`src/hsp_wrap_div.sv`:
```
`timescale 1ns / 1ps
// Restoring remainder, one quotient bit per cycle.
module hsp_wrap_div (
	input  logic        clk,
	input  logic        arst_n,
	input  logic        start,
	input  logic [14:0] dividend,
	input  logic [13:0] divisor,
	output logic        done,
	output logic [13:0] rem
);

	logic [14:0] rem_q;
	logic [14:0] dvd_q;
	logic [13:0] dsr_q;
	logic [3:0]  cnt_q;
	logic        busy_q;
	logic        done_q;
	logic [14:0] trial;

	assign trial = {rem_q[13:0], dvd_q[14]};
	assign done  = done_q;
	assign rem   = rem_q[13:0];

	always_ff @(posedge clk or negedge arst_n) begin
		if (!arst_n) begin
			rem_q  <= '0;
			dvd_q  <= '0;
			dsr_q  <= '0;
			cnt_q  <= '0;
			busy_q <= 1'b0;
			done_q <= 1'b0;
		end else begin
			done_q <= 1'b0;
			if (start) begin
				rem_q  <= '0;
				dvd_q  <= dividend;
				dsr_q  <= divisor;
				cnt_q  <= 4'd15;
				busy_q <= 1'b1;
			end else if (busy_q) begin
				// subtract when the shifted partial remainder covers the divisor
				if (trial >= {1'b0, dsr_q}) begin
					rem_q <= trial - {1'b0, dsr_q};
				end else begin
					rem_q <= trial;
				end
				dvd_q <= {dvd_q[13:0], 1'b0};
				cnt_q <= cnt_q - 4'd1;
				if (cnt_q == 4'd1) begin
					busy_q <= 1'b0;
					done_q <= 1'b1;
				end
			end
		end
	end

endmodule

```
`config.mk`:
```
export PLATFORM = sky130hd
export DESIGN_NAME = hsp_wrap_div
export DESIGN_NICKNAME = d
export VERILOG_FILES = /design/src/hsp_wrap_div.sv
export SDC_FILE = /design/constraint.sdc
export NUM_CORES = 1
export LEC_CHECK = 0
export BUFFER_PORTS_ARGS = -buffer_cell sky130_fd_sc_hd__buf_4
export CORE_MARGIN = 2
export CORE_UTILIZATION = 55
export DETAILED_ROUTE_END_ITERATION = 6
export MAX_ROUTING_LAYER = met4
export PLACE_DENSITY = 0.81
export RECOVER_POWER = 50
export SYNTH_ARGS = -nofsm -noshare
export SYNTH_HDL_FRONTEND = slang
export SYNTH_SLANG_ARGS = --single-unit
```
`constraint.sdc`:
```
create_clock -name clk -period 2.9 [get_ports clk]
set_input_delay 0.58 -clock clk [delete_from_list [all_inputs] [get_ports clk]]
set_output_delay 0.58 -clock clk [all_outputs]
set_load 0.05 [all_outputs]
```
==> flow_summary_export.csv <==
group,metric,value,unit
run_status,status,"finished, final reports clean",
critical_path,cp-end-kind,"flop",
yosys,seq_area_frac_synth,0.417,
critical_path,r2r_slack,170,ps
yosys,synth-edff-count,0,
routing,drc,0,
timing,setup_viol,0,
layout,antenna_cells,0,
clock_network,postCtsSetupBuffers,0,
yosys,synth_fp_nets,384,
place,port_buffers,46,
floorplan,die_area,0.00594,mm^2
routing,detail-route-antenna-nets,0,
clock_network,clk_pin_slew,100,ps
power_and_ir_drop,power.switching,1.41,mW
power_and_ir_drop,p_sw_frac,0.460,
clock_network,cts_max_level,2,
power_and_ir_drop,power_frac_seq,0.297,
clock_network,cts-root-buf,"clkbuf_8",
yosys,synth_ff_type,"dfrtp_1",
place,dpl_cell_area,0.00332,mm^2
routing,routed_wl,6110,um
floorplan,die_w,77.1,um
power_and_ir_drop,combPwrFrac,0.567,
critical_path,start_kind,"flop",
layout,drive_above_1_share,0.177,
clock_network,clk_latency,310,ps
power_and_ir_drop,power_per_cell_area,900,mW/mm^2
power_and_ir_drop,finalPower,3.07,mW
min_path,worstHoldPathType,"input pin to flop",
place,dpl.hpwl,4440,um
yosys,yosysWarnings,0,
floorplan,initial_utilization,0.572,
place,gp_congestion,0.806,
global_route,grt_max_degree,50,
yosys,synth_area_per_cell,8.77,um^2
critical_path,crit_arrival,2950,ps
run,drv_cap,0,
power_and_ir_drop,p_leak,1.74,nW
floorplan,rows,26,
clock_network,ctsHoldBuffers,0,
yosys,ys_ff_latch,49,
timing,hold_viol,0,
layout,syn2layout_area_growth,16.0,%
clock_network,cts_tree,"done",
yosys,syn-cell-area,0.00294,mm^2
clock_network,ctsResizeCount,0,
yosys,synth.distinct_cells,49,
timing,whs,468,ps
global_route,use_met3,0.0365,
critical_path,r2r-start,"rem_q[0]",
timing,fin_crit_sh,0.941,
timing,rsz0062_at_grt,"no",
routing,drt-initial-drc-count,120,
floorplan,io_pins,47,
global_route,grt-ovfl-total,0,
global_route,antenna_found_initial,0,
clock_network,cts-buffers-inserted,5,
critical_path,critPathKind,"flop to flop",
min_path,min_from,"dividend[3]",
power_and_ir_drop,ir_drop,0.602,mV
yosys,syn_inst,335,
critical_path,critPathLaunch,"rem_q[0]",
floorplan,coreArea,0.00514,mm^2
global_route,grt_pass1_vias,2461,
clock_network,ctsLongestPathBuffers,2,
critical_path,critPathMaxFanout,14,
layout,design_area,0.00341,mm^2
global_route,grt_pass1_wl,10900,um
routing,detail_route.wl_per_cell,13.8,um
timing,slew_violations,0,
routing,num_vias,2469,
yosys,synthArstFlopShare,1.00,
timing,fin_skew,8.82,ps
timing,slew_headroom,0.214,
timing,tightest_slew,1180,ps
global_route,met1_usage,0.300,
power_and_ir_drop,pwr-share-clk,0.136,
critical_path,critPathRequiredTime,3120,ps
timing,tns,0,ps
layout,nets,421,
global_route,busiest_layer,"met2",
global_route,grt_usage,0.229,
timing,period_minus_slack,2730,ps
floorplan,die_y,77.1,um
timing,fmax,367,MHz
routing,vias_per_cell,5.57,
power_and_ir_drop,p_int,1.66,mW
global_route,met2_usage,0.375,
clock_network,cts_num_sinks,49,
routing,firstDrtPassIters,4,
## layer usage
metal | share of wire | vias up
li1 | - | 1249
met1 | 0.47 | 1159
met2 | 0.48 | 53
met3 | 0.039 | 8
met4 | 0.012 | 0
met5 | 0 | -
## stage by stage
stage,worst slack (ps),utilization,std cells
detailed placement,217,0.646,435
CTS,162,0.664,443
finish,172,0.663,443
floorplan,330,-,335
global route,28.8,0.663,443
global placement,289,0.646,435
## cells in the mapped netlist (2+ instances only)
cell type | count | share of area
o21ai_0 | 39 | 0.066
nor3b_1 | 2 | 0.0051
o21a_1 | 2 | 0.0051
nor3_1 | 4 | 0.0068
a21oi_1 | 16 | 0.027
nor2_1 | 18 | 0.023
nand2b_1 | 2 | 0.0043
o311ai_1 | 2 | 0.0060
buf_2 | 5 | 0.0085
xnor2_1 | 8 | 0.024
a31oi_1 | 2 | 0.0043
o21ai_1 | 2 | 0.0034
a21o_2 | 2 | 0.0060
mux2i_1 | 14 | 0.048
o221ai_1 | 2 | 0.0060
ha_1 | 16 | 0.068
nand3_1 | 6 | 0.010
nor2b_1 | 3 | 0.0064
mux2_2 | 2 | 0.0077
and3_1 | 4 | 0.0085
nand2_1 | 63 | 0.080
a21o_1 | 3 | 0.0077
o211ai_1 | 2 | 0.0051
dfrtp_1 | 49 | 0.42
a311oi_1 | 8 | 0.024
o2111ai_1 | 2 | 0.0060
clkbuf_1 | 14 | 0.018
inv_1 | 22 | 0.028
## cell type report
type / instances / area, um^2
Fill cell: 447 / 1730
Multi-Input combinational cell: 244 / 1550
Sequential cell: 49 / 1230
Timing Repair Buffer: 50 / 373
Tap cell: 70 / 87.6
Inverter: 22 / 82.6
Clock buffer: 5 / 68.8
Clock inverter: 3 / 21.3
## power by group through the flow
stage / logic [mW] / clock network [mW] / registers (mW)
3_3_place_gp: 1.69 / 0 / 0.917
4_1_cts: 1.74 / 0.425 / 0.912
2_1_floorplan: 1.04 / 0 / 1.18
5_1_grt: 1.91 / 0.454 / 0.931
6_report: 1.74 / 0.417 / 0.912
3_5_place_dp: 1.73 / 0 / 0.924
## path summary, 6_finish.rpt
kind,to,cells past startpoint
setup / recovery,rem_q[10],7
hold / removal,dvd_q[3],3
setup reg to reg,rem_q[10],7
hold reg to reg,cnt_q[3],2
max in group asynchronous,busy_q,1
min in group asynchronous,dsr_q[5],1
## registers in the layout, indices dropped and copies added (netlist names)
name,cells
dvd_q,15
dsr_q,14
rem_q,14
cnt_q,4
busy_q,1
done,1
## kinds of logic (layout without fill, tap and decap cells)
kind of cell | after synthesis | after routing | synth area share
adder cells (fa/ha/maj) | 17 | 17 | 0.0749
XOR/XNOR | 9 | 9 | 0.0268
AO/OA/AOI/OAI | 92 | 92 | 0.203
flip-flops | 49 | 49 | 0.417
AND/OR/NAND/NOR | 110 | 110 | 0.167
multiplexers | 16 | 16 | 0.0553
buffers and inverters | 42 | 80 | 0.0558
## critical path, stage by stage, from the launching register on
cell and delay (ps):
dfrtp_1 470, ha_1 320, and2b_1 160, o2111a_1 240, nor3_2 70, o41a_1 660
or3b_1 480, a311oi_2 230
## placed cells by master, fill, tap and decap left out, drive strengths merged, types with 2 or more instances in the layout
cell     instances
dfrtp           49
clkbuf           6
o221ai           2
o21ai           41
nand2           63
mux2             2
a21oi           16
ha              16
buf             49
nor3             5
o211ai           2
xnor2            8
nor3b            2
inv             23
nand3            6
o21a             2
mux2i           14
and3             4
a31oi            2
nand2b           2
o311ai           2
nor2b            3
nor2            18
a311oi           9
a21o             5
o2111ai          2
No activity file was read; power rests on OpenSTA's default activity.
