`src/hsp_pkg.sv`:
```
`timescale 1ns / 1ps
package hsp_pkg;

	localparam int PADDR_W = 5;

	typedef logic [1:0] action_t;
	localparam action_t ACT_WRITE   = 2'd0;
	localparam action_t ACT_PLAY    = 2'd1;
	localparam action_t ACT_RESTART = 2'd2;

	typedef logic [2:0] reg_idx_t;
	localparam reg_idx_t REG_PHASE_STEP = 3'd0;
	localparam reg_idx_t REG_LOOP_START = 3'd1;
	localparam reg_idx_t REG_LOOP_END   = 3'd2;
	localparam reg_idx_t REG_LOOP_MODE  = 3'd3;
	localparam reg_idx_t REG_GAIN_LEFT  = 3'd4;
	localparam reg_idx_t REG_GAIN_RIGHT = 3'd5;

	typedef struct packed {
		logic [23:0] phase_step;
		logic [12:0] loop_start;
		logic [13:0] loop_end;
		logic        loop_mode;
		logic [15:0] gain_left;
		logic [15:0] gain_right;
	} cfg_t;

endpackage

```
`src/hsp_cfg_regs.sv`:
```
`timescale 1ns / 1ps
module hsp_cfg_regs import hsp_pkg::*; (
	input  logic               clk,
	input  logic               arst_n,
	input  logic               psel,
	input  logic               penable,
	input  logic               pwrite,
	input  logic [PADDR_W-1:0] paddr,
	input  logic [31:0]        pwdata,
	output logic [31:0]        prdata,
	output logic               pready,
	output cfg_t               cfg
);

	logic     wr_en;
	reg_idx_t idx;

	assign pready = 1'b1;
	assign idx    = paddr[PADDR_W-1:2];
	assign wr_en  = psel && penable && pwrite && pready;

	always_ff @(posedge clk or negedge arst_n) begin
		if (!arst_n) begin
			cfg.phase_step <= 24'd65536;
			cfg.loop_start <= 13'd0;
			cfg.loop_end   <= 14'd8192;
			cfg.loop_mode  <= 1'b0;
			cfg.gain_left  <= 16'd16384;
			cfg.gain_right <= 16'd16384;
		end else if (wr_en) begin
			unique case (idx)
				REG_PHASE_STEP: cfg.phase_step <= pwdata[23:0];
				REG_LOOP_START: cfg.loop_start <= pwdata[12:0];
				REG_LOOP_END:   cfg.loop_end   <= pwdata[13:0];
				REG_LOOP_MODE:  cfg.loop_mode  <= pwdata[0];
				REG_GAIN_LEFT:  cfg.gain_left  <= pwdata[15:0];
				REG_GAIN_RIGHT: cfg.gain_right <= pwdata[15:0];
				default: ;
			endcase
		end
	end

	always_comb begin
		unique case (idx)
			REG_PHASE_STEP: prdata = {8'd0, cfg.phase_step};
			REG_LOOP_START: prdata = {19'd0, cfg.loop_start};
			REG_LOOP_END:   prdata = {18'd0, cfg.loop_end};
			REG_LOOP_MODE:  prdata = {31'd0, cfg.loop_mode};
			REG_GAIN_LEFT:  prdata = {16'd0, cfg.gain_left};
			REG_GAIN_RIGHT: prdata = {16'd0, cfg.gain_right};
			default:        prdata = 32'd0;
		endcase
	end

endmodule

```
`config.mk`:
```
export PLATFORM = sky130hd
export DESIGN_NAME = hsp_cfg_regs
export DESIGN_NICKNAME = d
export VERILOG_FILES = /design/src/hsp_pkg.sv /design/src/hsp_cfg_regs.sv
export SDC_FILE = /design/constraint.sdc
export NUM_CORES = 1
export LEC_CHECK = 0
export BUFFER_PORTS_ARGS = -buffer_cell sky130_fd_sc_hd__buf_2
export CORE_ASPECT_RATIO = 0.75
export CORE_UTILIZATION = 40
export CTS_CLUSTER_SIZE = 24
export DETAILED_ROUTE_END_ITERATION = 10
export HOLD_SLACK_MARGIN = 0.12
export PLACE_DENSITY = 0.72
export SYNTH_ARGS = -nofsm -noshare
export SYNTH_HDL_FRONTEND = slang
export SYNTH_SLANG_ARGS = --single-unit
```
`constraint.sdc`:
```
create_clock -name clk -period 2.55 [get_ports clk]
set_input_delay 0.51 -clock clk [delete_from_list [all_inputs] [get_ports clk]]
set_output_delay 0.51 -clock clk [all_outputs]
set_load 0.01 [all_outputs]
```
==> flow_metrics.py <==
metrics = {
    "drt": {
        "wl_per_cell_um": 18.1,
        "top_layer_used": "met4",
        "routed_via_density": 5.12,
        "drc": 0,
        "wl_met1_um": 4890,
        "vias": 2999,
        "wl_met2_um": 4940,
        "route.met3.wl_um": 681,
        "drt-initial-drc-count": 178,
        "postRouteAntennaNets": 0,
        "wl_um": 10600,
        "dr.pass1.iters": 4,
    },
    "cells_and_area": {
        "fillers": 904,
        "final_common_cell": "buf_2",
        "fin_cells": 586,
        "regArea_um2": 2110,
        "layout-drive-gt1-share_pct": 53.3,
        "most-common-layout-cells": "138 x buf_2, 80 x dfrtp_1, 30 x mux2_4, 30 x mux2_1, 27 x mux2_2",
        "largest_register": "cfg",
        "largest_reg_flops": 84,
        "layout.nets": 487,
        "n_antenna_cell": 0,
        "area_delta_synth_final_pct": 26.6,
        "finish.utilization_pct": 52.3,
        "reg_top3": "cfg (84)",
        "final_cell_area_um2": 5380,
        "multi_input_area_um2": 1910,
    },
    "power_and_ir_drop": {
        "netSwitchingFraction_pct": 28.9,
        "p_per_area_nw_per_um2": 772,
        "intPower_mw": 2.95,
        "clock_power_share_pct": 31.6,
        "vdd_drop_max_v": 0.000415,
        "power_mw": 4.15,
        "p_sw_mw": 1.20,
        "p_leak_nw": 2.79,
        "pwr-share-comb_pct": 24.7,
        "seqPwrFrac_pct": 43.8,
    },
    "grt": {
        "grt_pass1_wl_um": 16700,
        "antenna_found_initial": 0,
        "grt_start_max_net_pins": 47,
        "grt.total_usage_pct": 20.2,
        "grt_pass1_vias": 2991,
        "grt-ovfl-total": 0,
    },
    "die": {
        "pin_count": 159,
        "die_h_um": 91.3,
        "rows": 32,
        "start_util_pct": 41.3,
        "die_w_um": 121,
        "die_area_um2": 11000,
        "core_area_um2": 10300,
    },
    "timing": {
        "relSlewSlack_pct": 58.9,
        "rsz0062_at_grt": "no",
        "drv_slew": 0,
        "skew_ns": 0,
        "holdWs_ns": 0.184,
        "min_period_ns": 2.27,
        "layout_setup_ws_ns": 0.277,
        "setup_violations": 0,
        "fmax_mhz": 440,
        "worst_pin_slew_ns": 0.616,
        "hold_viol": 0,
        "setup-tns-final_ns": 0,
        "fin_crit_sh_pct": 89.1,
    },
    "clock_network": {
        "cts_tree": "done",
        "cts_hold_buf": 0,
        "cts_inserted_buffers": 9,
        "cts_resized": 0,
        "htree_num_levels": 3,
        "clock_sinks": 84,
        "postCtsSetupRepairBufs": 0,
        "clk_pin_slew_ns": 0.06,
        "root_buffer": "clkbuf_16",
        "clockBufferDepth": 2,
        "clock_latency_ns": 0.33,
    },
    "placed_design": {
        "portBuffers": 139,
        "gp_congestion": 0.766,
        "place.detailed.hpwl_um": 7550,
        "dpl_cell_area_um2": 5080,
        "dpl.cell_count": 570,
        "place_ws_ns": 0.296,
    },
    "critical_path": {
        "worst_r2r_endpoint": "cfg[21]$_DFFE_PN0P_",
        "r2r-start": "cfg[21]$_DFFE_PN0P_",
        "cp.arrival_ns": 1.76,
        "crit_required_ns": 2.04,
        "rr_worst_depth": 1,
        "r2r_slack_ns": 1.72,
        "worstSetupPathType": "input pin to output pin",
        "endpoint_kind": "output pin",
        "cp_max_fo": 11,
        "start_kind": "input pin",
    },
    "hold_path": {
        "hold_class": "input pin to asynchronous set/reset pin",
    },
    "synthesis": {
        "synth_area_um2": 4250,
        "syn_avg_cell_area_um2": 14.0,
        "yosysSeqAreaShare_pct": 49.6,
        "synth-seq-cells": 84,
        "synth_cell_types": 34,
        "yosysWarnings": 0,
        "syn_inst": 303,
    },
    "run": {
        "drv_cap": 0,
    },
    "run_status": {
        "outcome": "finished clean",
    },
}
power groups by stage:
stage | Clock, mW | Combinational (mW) | Sequential [mW]
after CTS | 1.34 | 1.04 | 1.82
after detailed placement | 0 | 1.04 | 1.84
after global routing | 1.41 | 1.11 | 1.85
after floorplan | 0 | 0.471 | 1.92
after global placement | 0 | 1.01 | 1.81
final | 1.31 | 1.02 | 1.82
synthesized netlist by cell type, drive strengths merged:
cell	count	area, um2
a211oi	12	90.1
a21oi	8	40.0
a22oi	2	15.0
and2	8	50.1
buf	25	225
clkbuf	2	7.51
conb	2	7.51
dfrtp	80	2000
dfstp	4	105
inv	6	22.5
mux2	87	1090
mux2i	22	220
nand2	2	7.51
nand2b	3	18.8
nand4	1	12.5
nand4b	1	23.8
nor2	10	104
nor2b	7	43.8
o21a	4	30.0
o21ai	2	10.0
o221ai	1	8.76
o22a	2	17.5
o31a	6	52.6
o32ai	1	8.76
or2	5	33.8
worst max-delay path by stage:
stage / end / cells past startpoint / start / slack [ns]
6_report: prdata[4] / 6 / paddr[3] / 0.28
3_3_place_gp: prdata[4] / 6 / paddr[3] / 0.30
2_1_floorplan: prdata[8] / 4 / paddr[2] / 0.58
4_1_cts: prdata[4] / 6 / paddr[3] / 0.26
3_5_place_dp: prdata[4] / 6 / paddr[3] / 0.30
5_1_grt: prdata[4] / 6 / paddr[3] / 0.15
kinds of logic after synthesis:
family	count (synthesis)	synth area share, %
multiplexers	109	30.9
flip-flops	84	49.6
AO/OA/AOI/OAI	38	6.42
AND/OR/NAND/NOR	37	6.92
buffers and inverters	33	6.01
other	2	0.177
worst max-delay path: stages:
cell and delay [ns]:
buf_2 0.19, buf_4 0.23, nor2b_1 0.31, a21oi_1 0.13
a21oi_1 0.22, buf_2 0.17
final cells by class:
class	count	share of cell area, %
Sequential cell	84	39.2
Multi-Input combinational cell	193	35.6
Timing Repair Buffer	151	16.0
Inverter	6	0.419
Tap cell	136	3.16
Clock inverter	4	0.884
Clock buffer	12	4.77
layer usage:
metal,vias up,GRT usage [%]
met5,-,0
met4,0,4.42
met3,10,5.59
met2,121,32.0
met1,1508,27.5
li1,1360,-
No activity file was read; power rests on OpenSTA's default activity.
